<file path="src/sv/rie_pkg.sv">
// Types, constants and the divider step function for the rANS encoder.
// No dependencies.
`default_nettype none

package rie_pkg;

    localparam int STATE_W    = 31;
    localparam int FREQ_W     = 16;
    localparam int CHUNK_W    = 16;
    localparam int LANE_IDX_W = 3;
    localparam int DIV_STAGES = 4;
    localparam int DIV_BITS   = 8;

    localparam logic [STATE_W-1:0] STATE_RESET = 31'd32768;

    localparam logic KIND_CHUNK = 1'b0;
    localparam logic KIND_FINAL = 1'b1;

    typedef struct packed {
        logic [FREQ_W-1:0] freq;
        logic [FREQ_W-1:0] cum_freq;
        logic [FREQ_W-1:0] total;
        logic [1:0]        lane;
        logic              last;
    } in_item_t;

    typedef struct packed {
        logic               kind;
        logic [1:0]         out_lane;
        logic [STATE_W-1:0] value;
        logic               end_of_block;
    } out_item_t;

    // Write-back transaction leaving the pipeline.
    typedef struct packed {
        logic                  valid;
        logic [LANE_IDX_W-1:0] lane;
        logic                  last;
        logic                  upd;
        logic                  emit;
        logic [CHUNK_W-1:0]    chunk;
        logic [STATE_W-1:0]    nstate;
    } wb_t;

    typedef struct packed {
        logic [FREQ_W-1:0]   rem;
        logic [DIV_BITS-1:0] q;
    } div_step_t;

    // Eight restoring division steps; the remainder stays below d if d is nonzero and rem < d.
    function automatic div_step_t div8(input logic [FREQ_W-1:0] rem,
                                       input logic [DIV_BITS-1:0] bits,
                                       input logic [FREQ_W-1:0] d);
        logic [FREQ_W:0]   r;
        logic [FREQ_W-1:0] cur;
        logic [DIV_BITS-1:0] q;
        div_step_t res;
        cur = rem;
        q   = '0;
        for (int i = DIV_BITS - 1; i >= 0; i--) begin
            r = {cur, bits[i]};
            if (r >= {1'b0, d}) begin
                r    = r - {1'b0, d};
                q[i] = 1'b1;
            end
            cur = r[FREQ_W-1:0];
        end
        res.rem = cur;
        res.q   = q;
        return res;
    endfunction

endpackage

`default_nettype wire

</file>
<file path="src/sv/rie_pipe.sv">
// Arithmetic pipeline: renormalisation test, pipelined divider, state update.
// Depends on rie_pkg.
`default_nettype none

module rie_pipe #(
    parameter int LANES = 4
) (
    input  wire logic                         aclk,
    input  wire logic                         aresetn,
    input  wire logic                         adv,
    input  wire logic                         in_valid,
    input  wire rie_pkg::in_item_t            in_data,
    input  wire logic [((LANES > 1) ? $clog2(LANES) : 1)-1:0] in_lane,
    input  wire logic [rie_pkg::STATE_W-1:0]  in_x,
    output logic [LANES-1:0]                  busy_lanes,
    output logic                              any_valid,
    output logic                              any_last,
    output rie_pkg::wb_t                      wb
);

    localparam int LANE_W = (LANES > 1) ? $clog2(LANES) : 1;
    localparam int NST    = 2 + (rie_pkg::DIV_STAGES + 1) + 1;
    localparam int DIVW   = rie_pkg::DIV_STAGES * rie_pkg::DIV_BITS;

    typedef struct packed {
        logic [LANE_W-1:0] lane;
        logic              last;
    } tag_t;

    typedef struct packed {
        logic [15:0] f;
        logic [15:0] c;
        logic [15:0] t;
        logic        zero;
        logic [30:0] x;
    } a_t;

    typedef struct packed {
        logic [15:0] f;
        logic [15:0] c;
        logic [15:0] t;
        logic        zero;
        logic [30:0] x;
        logic [47:0] prod;
    } b_t;

    typedef struct packed {
        logic            zero;
        logic            emit;
        logic [15:0]     chunk;
        logic [15:0]     f;
        logic [15:0]     c;
        logic [15:0]     t;
        logic [DIVW-1:0] dividend;
        logic [15:0]     rem;
        logic [DIVW-1:0] q;
    } d_t;

    logic [NST-1:0] vld_reg;
    tag_t           tag_reg [NST];
    a_t             a_reg;
    b_t             b_reg;
    d_t             dv_reg  [rie_pkg::DIV_STAGES+1];
    d_t             c_next;
    d_t             dv_next [rie_pkg::DIV_STAGES];
    logic           m_upd_reg;
    logic           m_emit_reg;
    logic [15:0]    m_chunk_reg;
    logic [30:0]    m_state_reg;
    logic [31:0]    xp1;
    logic [46:0]    qt;
    logic [47:0]    sum;
    logic           emit_c;
    d_t             dl;

    always_ff @(posedge aclk) begin
        if (!aresetn) begin
            vld_reg <= '0;
        end else if (adv) begin
            vld_reg <= {vld_reg[NST-2:0], in_valid};
        end
    end

    always_ff @(posedge aclk) begin
        if (adv) begin
            tag_reg[0] <= '{lane: in_lane, last: in_data.last};
            for (int k = 1; k < NST; k++) begin
                tag_reg[k] <= tag_reg[k-1];
            end
        end
    end

    always_comb begin
        busy_lanes = '0;
        any_last   = 1'b0;
        for (int k = 0; k < NST; k++) begin
            if (vld_reg[k]) begin
                busy_lanes[tag_reg[k].lane] = 1'b1;
                any_last = any_last | tag_reg[k].last;
            end
        end
        any_valid = |vld_reg;
    end

    // Renormalisation test without a divider: x >= floor(2^31*f/t) is (x+1)*t > 2^31*f.
    assign xp1    = {1'b0, a_reg.x} + 32'd1;
    assign emit_c = !b_reg.zero && (b_reg.prod > {1'b0, b_reg.f, 31'b0});

    always_comb begin
        c_next.zero     = b_reg.zero;
        c_next.emit     = emit_c;
        c_next.chunk    = b_reg.x[15:0];
        c_next.f        = b_reg.f;
        c_next.c        = b_reg.c;
        c_next.t        = b_reg.t;
        c_next.dividend = emit_c ? {17'b0, b_reg.x[30:16]} : {1'b0, b_reg.x};
        c_next.rem      = '0;
        c_next.q        = '0;
    end

    for (genvar k = 0; k < rie_pkg::DIV_STAGES; k++) begin : g_div
        rie_pkg::div_step_t step;
        assign step = rie_pkg::div8(dv_reg[k].rem,
                                    dv_reg[k].dividend[DIVW-1 -: rie_pkg::DIV_BITS],
                                    dv_reg[k].f);
        always_comb begin
            dv_next[k]          = dv_reg[k];
            dv_next[k].dividend = dv_reg[k].dividend << rie_pkg::DIV_BITS;
            dv_next[k].rem      = step.rem;
            dv_next[k].q        = {dv_reg[k].q[DIVW-rie_pkg::DIV_BITS-1:0], step.q};
        end
    end

    assign dl  = dv_reg[rie_pkg::DIV_STAGES];
    assign qt  = dl.q[30:0] * dl.t;
    assign sum = {1'b0, qt} + {32'b0, dl.rem} + {32'b0, dl.c};

    always_ff @(posedge aclk) begin
        if (adv) begin
            a_reg.f    <= in_data.freq;
            a_reg.c    <= in_data.cum_freq;
            a_reg.t    <= in_data.total;
            a_reg.zero <= (in_data.freq == '0) || (in_data.total == '0);
            a_reg.x    <= in_x;

            b_reg.f    <= a_reg.f;
            b_reg.c    <= a_reg.c;
            b_reg.t    <= a_reg.t;
            b_reg.zero <= a_reg.zero;
            b_reg.x    <= a_reg.x;
            b_reg.prod <= xp1 * a_reg.t;

            dv_reg[0] <= c_next;
            for (int k = 0; k < rie_pkg::DIV_STAGES; k++) begin
                dv_reg[k+1] <= dv_next[k];
            end

            m_upd_reg   <= !dl.zero;
            m_emit_reg  <= dl.emit;
            m_chunk_reg <= dl.chunk;
            m_state_reg <= sum[30:0];
        end
    end

    always_comb begin
        wb.valid  = vld_reg[NST-1];
        wb.lane   = rie_pkg::LANE_IDX_W'(tag_reg[NST-1].lane);
        wb.last   = tag_reg[NST-1].last;
        wb.upd    = m_upd_reg;
        wb.emit   = m_emit_reg;
        wb.chunk  = m_chunk_reg;
        wb.nstate = m_state_reg;
    end

endmodule

`default_nettype wire

</file>
<file path="src/sv/rie_emit.sv">
// Result queue: a write-back's chunk and/or final states, one per ready cycle.
// Depends on rie_pkg.
`default_nettype none

module rie_emit #(
    parameter int LANES = 4
) (
    input  wire logic                                    aclk,
    input  wire logic                                    aresetn,
    input  wire logic                                    load,
    output logic                                         load_ready,
    input  wire rie_pkg::wb_t                            wb,
    input  wire logic [LANES-1:0][rie_pkg::STATE_W-1:0]  finals,
    output logic                                         m_valid,
    input  wire logic                                    m_ready,
    output rie_pkg::out_item_t                           m_data
);

    localparam int QD    = LANES + 1;
    localparam int CNT_W = $clog2(QD + 1);

    rie_pkg::out_item_t q_reg  [QD];
    rie_pkg::out_item_t q_next [QD];
    rie_pkg::out_item_t fin_item [LANES];
    rie_pkg::out_item_t chunk_item;
    logic [CNT_W-1:0]   cnt_reg;
    logic [CNT_W-1:0]   cnt_next;

    always_comb begin
        chunk_item.kind         = rie_pkg::KIND_CHUNK;
        chunk_item.out_lane     = wb.lane[1:0];
        chunk_item.value        = {15'b0, wb.chunk};
        chunk_item.end_of_block = 1'b0;
        for (int i = 0; i < LANES; i++) begin
            fin_item[i].kind         = rie_pkg::KIND_FINAL;
            fin_item[i].out_lane     = 2'(i);
            fin_item[i].value        = finals[i];
            fin_item[i].end_of_block = (i == LANES - 1);
        end
    end

    assign load_ready = (cnt_reg == '0) || ((cnt_reg == CNT_W'(1)) && m_ready);

    always_comb begin
        for (int k = 0; k < QD; k++) begin
            q_next[k] = q_reg[k];
        end
        cnt_next = cnt_reg;
        if (load) begin
            for (int k = 0; k < QD; k++) begin
                q_next[k] = '0;
                if (wb.emit) begin
                    if (k == 0) begin
                        q_next[k] = chunk_item;
                    end else if (wb.last) begin
                        q_next[k] = fin_item[k-1];
                    end
                end else if (wb.last && k < LANES) begin
                    q_next[k] = fin_item[k];
                end
            end
            cnt_next = CNT_W'(wb.emit) + (wb.last ? CNT_W'(LANES) : '0);
        end else if ((cnt_reg != '0) && m_ready) begin
            for (int k = 0; k < QD - 1; k++) begin
                q_next[k] = q_reg[k+1];
            end
            cnt_next = cnt_reg - CNT_W'(1);
        end
    end

    always_ff @(posedge aclk) begin
        if (!aresetn) begin
            cnt_reg <= '0;
        end else begin
            cnt_reg <= cnt_next;
        end
    end

    always_ff @(posedge aclk) begin
        for (int k = 0; k < QD; k++) begin
            q_reg[k] <= q_next[k];
        end
    end

    assign m_valid = (cnt_reg != '0);
    assign m_data  = q_reg[0];

endmodule

`default_nettype wire

</file>
<file path="src/sv/rans_interleaved_encoder_top.sv">
// Throughput: one transaction per cycle while its lane differs from the eight in the
// pipeline and the result queue can take the write-back; a transaction on a lane still
// in flight waits until that lane is written back. A last transaction waits for an
// empty pipeline and nothing enters behind it until it leaves; its final states then
// leave one per cycle while m_ready is high. The divider sets the pipeline depth.
// Reset (synchronous, aresetn low): every lane state to 32768, pipeline and queue empty.
`default_nettype none

module rans_interleaved_encoder_top #(
    parameter int LANES = 4
) (
    input  wire logic               aclk,
    input  wire logic               aresetn,
    input  wire logic               s_valid,
    output logic                    s_ready,
    input  wire rie_pkg::in_item_t  s_data,
    output logic                    m_valid,
    input  wire logic               m_ready,
    output rie_pkg::out_item_t      m_data
);

    localparam int LANE_W = (LANES > 1) ? $clog2(LANES) : 1;

    logic [LANES-1:0][rie_pkg::STATE_W-1:0] state_reg;
    logic [LANES-1:0][rie_pkg::STATE_W-1:0] state_next;
    logic [LANES-1:0][rie_pkg::STATE_W-1:0] finals;
    logic [LANE_W-1:0]                      in_lane;
    logic [LANES-1:0]                       busy_lanes;
    logic                                   any_valid;
    logic                                   any_last;
    logic                                   hazard;
    logic                                   adv;
    logic                                   emit_ready;
    logic                                   wb_fire;
    rie_pkg::wb_t                           wb;

    assign in_lane = LANE_W'(s_data.lane % LANES);
    assign hazard  = busy_lanes[in_lane] | any_last | (s_data.last & any_valid);
    assign adv     = !wb.valid | emit_ready;
    assign s_ready = adv & !hazard;
    assign wb_fire = wb.valid & adv;

    rie_pipe #(.LANES(LANES)) u_pipe (
        .aclk       (aclk),
        .aresetn    (aresetn),
        .adv        (adv),
        .in_valid   (s_valid & s_ready),
        .in_data    (s_data),
        .in_lane    (in_lane),
        .in_x       (state_reg[in_lane]),
        .busy_lanes (busy_lanes),
        .any_valid  (any_valid),
        .any_last   (any_last),
        .wb         (wb)
    );

    // Final states include the update made by the last transaction itself.
    always_comb begin
        for (int i = 0; i < LANES; i++) begin
            if (wb.upd && (wb.lane[LANE_W-1:0] == LANE_W'(i))) begin
                finals[i] = wb.nstate;
            end else begin
                finals[i] = state_reg[i];
            end
        end
        state_next = state_reg;
        if (wb_fire) begin
            if (wb.last) begin
                for (int i = 0; i < LANES; i++) begin
                    state_next[i] = rie_pkg::STATE_RESET;
                end
            end else begin
                state_next = finals;
            end
        end
    end

    always_ff @(posedge aclk) begin
        if (!aresetn) begin
            for (int i = 0; i < LANES; i++) begin
                state_reg[i] <= rie_pkg::STATE_RESET;
            end
        end else begin
            state_reg <= state_next;
        end
    end

    rie_emit #(.LANES(LANES)) u_emit (
        .aclk       (aclk),
        .aresetn    (aresetn),
        .load       (wb_fire),
        .load_ready (emit_ready),
        .wb         (wb),
        .finals     (finals),
        .m_valid    (m_valid),
        .m_ready    (m_ready),
        .m_data     (m_data)
    );

endmodule

`default_nettype wire

</file>
<file path="config.mk">
export PLATFORM = sky130hd
export DESIGN_NAME = rans_interleaved_encoder_top
export DESIGN_NICKNAME = d
export VERILOG_FILES = /design/src/sv/rie_pkg.sv /design/src/sv/rie_pipe.sv /design/src/sv/rie_emit.sv /design/src/sv/rans_interleaved_encoder_top.sv
export SDC_FILE = /design/constraint.sdc
export NUM_CORES = 2
export LEC_CHECK = 0
export BUFFER_PORTS_ARGS = -buffer_cell sky130_fd_sc_hd__buf_2
export CORE_MARGIN = 2
export CORE_UTILIZATION = 71
export CTS_CLUSTER_SIZE = 25
export DETAILED_ROUTE_END_ITERATION = 6
export PLACE_DENSITY = 0.86
export SYNTH_ARGS = -nofsm -noshare
export SYNTH_HDL_FRONTEND = slang
export SYNTH_SLANG_ARGS = --single-unit
</file>
<file path="constraint.sdc">
create_clock -name aclk -period 51.4 [get_ports aclk]
set_clock_uncertainty 0.1 [all_clocks]
set_input_delay 2.57 -clock aclk [delete_from_list [all_inputs] [get_ports aclk]]
set_output_delay 2.57 -clock aclk [all_outputs]
set_load 0.005 [all_outputs]
</file>
==> results.py <==
metrics = {
    "clock_tree": {
        "clk_latency_ns": 0.83,
        "cts_max_level": 3,
        "cts_buffer_depth": 3,
        "hold_buffers": 0,
        "cts_tree": "done",
        "clk_transition_reported_paths_ns": 0.07,
        "cts_resized": 0,
        "cts_buffers": 113,
        "post_cts_buffers": 0,
        "cts_root_buffer": "clkbuf_16",
        "cts.sinks": 1119,
    },
    "job": {
        "cap_violations": 0,
    },
    "drt": {
        "totalWireLength_mm": 262,
        "dr_total_vias": 73433,
        "vias_per_cell": 6.55,
        "drc": 5,
        "firstDrtPassIters": 7,
        "antenna_left": 0,
        "drtIter0Drc": 7805,
        "wl_per_cell_um": 23.4,
    },
    "synth": {
        "yosysTopAreaCell": "edfxtp_1",
        "async_reset_ff_share_pct": 0,
        "synth_seq_cells": 1119,
        "netlist.area_leader.share_pct": 30.7,
        "ys.flop_type": "edfxtp_1",
        "syn_area_sq_mm": 0.0958,
        "avgSynthCellArea_sq_um": 10.2,
        "ys_seq_area_share_pct": 33.6,
        "synth_fp_nets": 10939,
        "synth_edf_count": 980,
        "ys_warn_count": 0,
        "synth_cell_types": 107,
        "synth_area_leaders": "edfxtp_1, fa_1, ha_1",
        "syn_inst": 9398,
    },
    "final_layout": {
        "nNetsFinal": 10882,
        "drive_gt1_share_pct": 8.06,
        "area_growth_pct": 6.17,
        "largest_reg_flops": 533,
        "final_area_sq_mm": 0.102,
    },
    "global_route": {
        "grt_antenna_before_repair": 10,
        "grt_pass1_vias": 75064,
        "overflow": 0,
        "grt_max_degree": 202,
        "track_usage_pct": 38.3,
        "grt_pass1_wl_mm": 411,
    },
    "setup_path": {
        "path_class": "flip-flop to flip-flop",
        "arrival_ns": 30.22,
        "r2r_end": "u_pipe.dv_reg[0][331]",
        "worstSetupStartpointType": "flip-flop",
        "crit_family": "compound AO/OA/AOI/OAI gates",
        "cp.required_ns": 51.77,
        "rr_worst_depth": 107,
        "worstSetupPathDepth": 107,
        "path_max_fanout": 20,
        "crit_top_cell": "o21ai_0",
        "startpoint": "u_pipe.dv_reg[0][259]",
        "worst_path_largest_cell_delay_ns": 0.72,
        "worstReg2RegStart": "u_pipe.dv_reg[0][259]",
        "cp.buffers_inverters": 14,
        "rrSetupSlack_ns": 21.55,
        "crit_path_end_kind": "flip-flop",
        "slowest_stage": "a221oi_1",
    },
    "hold_path": {
        "hold_path_end": "u_pipe.dv_reg[0][575]",
        "hp-class": "flip-flop to flip-flop",
        "hp-start": "u_pipe.dv_reg[0][429]",
        "holdPathStages": 0,
    },
    "timing": {
        "rsz0062_at_grt": "false",
        "fin_crit_sh_pct": 58.1,
        "setup_viol": 0,
        "fin_crit_ns": 29.85,
        "fmax_ghz": 0.0335,
        "timing.hold.ws_ns": 0.234,
        "final-hold-violation-count": 0,
        "slew_headroom_pct": 15.1,
        "tns_ns": 0,
        "slew_viol_final": 0,
        "worst_slew_pin_slew_ns": 1.26,
    },
    "outcome": {
        "status": "finished with violations",
        "violations": "DRC",
    },
    "floorplanning": {
        "fp.dieArea_sq_mm": 0.138,
        "initial_core_util_pct": 71.7,
        "core_area_sq_mm": 0.134,
        "rows": 134,
        "die_height_um": 371,
        "die_w_um": 371,
        "pin_count": 92,
    },
    "placed_design": {
        "gp_congestion": 0.975,
        "place_hpwl_mm": 188,
        "placed_area_sq_mm": 0.0978,
        "port_buffers": 91,
    },
}
## area by class of cell
type                            count  area, sq um
Sequential cell                  1119        32200
Clock inverter                     68          866
Fill cell                        8412        31900
Inverter                         1134         4270
Antenna cell                        3         7.51
Tap cell                         1768         2210
Timing Repair Buffer              187         1190
Multi-Input combinational cell   6786        57900
Clock buffer                      141         3030
## cell usage after synthesis, types with 34 or more instances
library cell and n:
a211oi_1 46, a21boi_0 61, a21o_1 153, a21oi_1 403, a22o_1 99, and2_1 289
and3_1 52, buf_1 34, buf_4 37, clkbuf_1 270, dfxtp_1 139, edfxtp_1 980
fa_1 770, ha_1 716, inv_1 1116, mux2_2 250, mux2i_1 196, nand2_1 1202
nand2b_1 74, nand3_1 116, nand4_1 104, nor2_1 410, nor2b_1 116, nor3_1 121
nor4_1 56, o21a_1 84, o21ai_0 400, o21bai_1 41, o221ai_1 68, or3_1 38
xnor2_1 310, xor2_1 142
## worst max-delay path by stage
stage,to
finish,u_pipe.dv_reg[0][331]
global placement,u_pipe.dv_reg[0][337]
global route,u_pipe.dv_reg[0][331]
detailed placement,u_pipe.dv_reg[0][331]
CTS,u_pipe.dv_reg[0][331]
floorplan,u_pipe.dv_reg[0][331]
## cell usage in the layout (no fill, tap or decap), types with 153 or more instances in the layout
cell type	count
inv_1	1115
mux2i_1	196
ha_1	716
o21ai_0	400
a21oi_1	403
mux2_2	250
and2_1	289
xnor2_1	304
fa_1	770
a21o_1	153
nand2_1	1199
edfxtp_1	980
nor2_1	408
## per-stage QoR
stage	std cells	util (%)	worst slack, ns
2_1_floorplan	9398	-	26.57
5_1_grt	11206	76.1	19.21
6_report	11206	76.1	21.55
3_3_place_gp	10994	73.2	22.38
4_1_cts	11203	76.1	21.59
3_5_place_dp	10994	73.2	21.84
## worst register-to-register path, delay by kind of cell (launching register included)
kind	cells	cell delay (ns)
and+or+nand+nor	19	4.19
muxes	8	2.72
buffers and inverters	14	2.96
AOI/OAI and AO/OA	58	16.60
adders and majority gates	8	2.26
DFF	1	0.70
## per-layer routing
metal	share of wire, %	up-vias	global-route usage [%]	routed length (um)
li1	-	32369	-	-
met1	37	35657	48.8	96200
met2	48	4308	62.9	125000
met3	9.9	1099	6.92	25800
met4	5.6	0	19.5	14800
met5	0	-	0	0
## logic make-up (layout without fill, tap and decap cells)
kind of cell | count (synthesis) | count (layout) | synth area share [%]
AND/OR/NAND/NOR | 2682 | 2682 | 13.1
AO/OA/AOI/OAI | 1673 | 1673 | 11.7
adder cells (fa/ha/maj) | 1486 | 1486 | 25.4
XOR/XNOR | 452 | 452 | 4.13
buffers and inverters | 1493 | 1530 | 6.06
flip-flops | 1119 | 1119 | 33.6
other | 0 | 3 | 0
multiplexers | 493 | 493 | 5.93
Power is not shown: default switching activity piles up to over one toggle a cycle in this logic, so the estimate is an artifact.
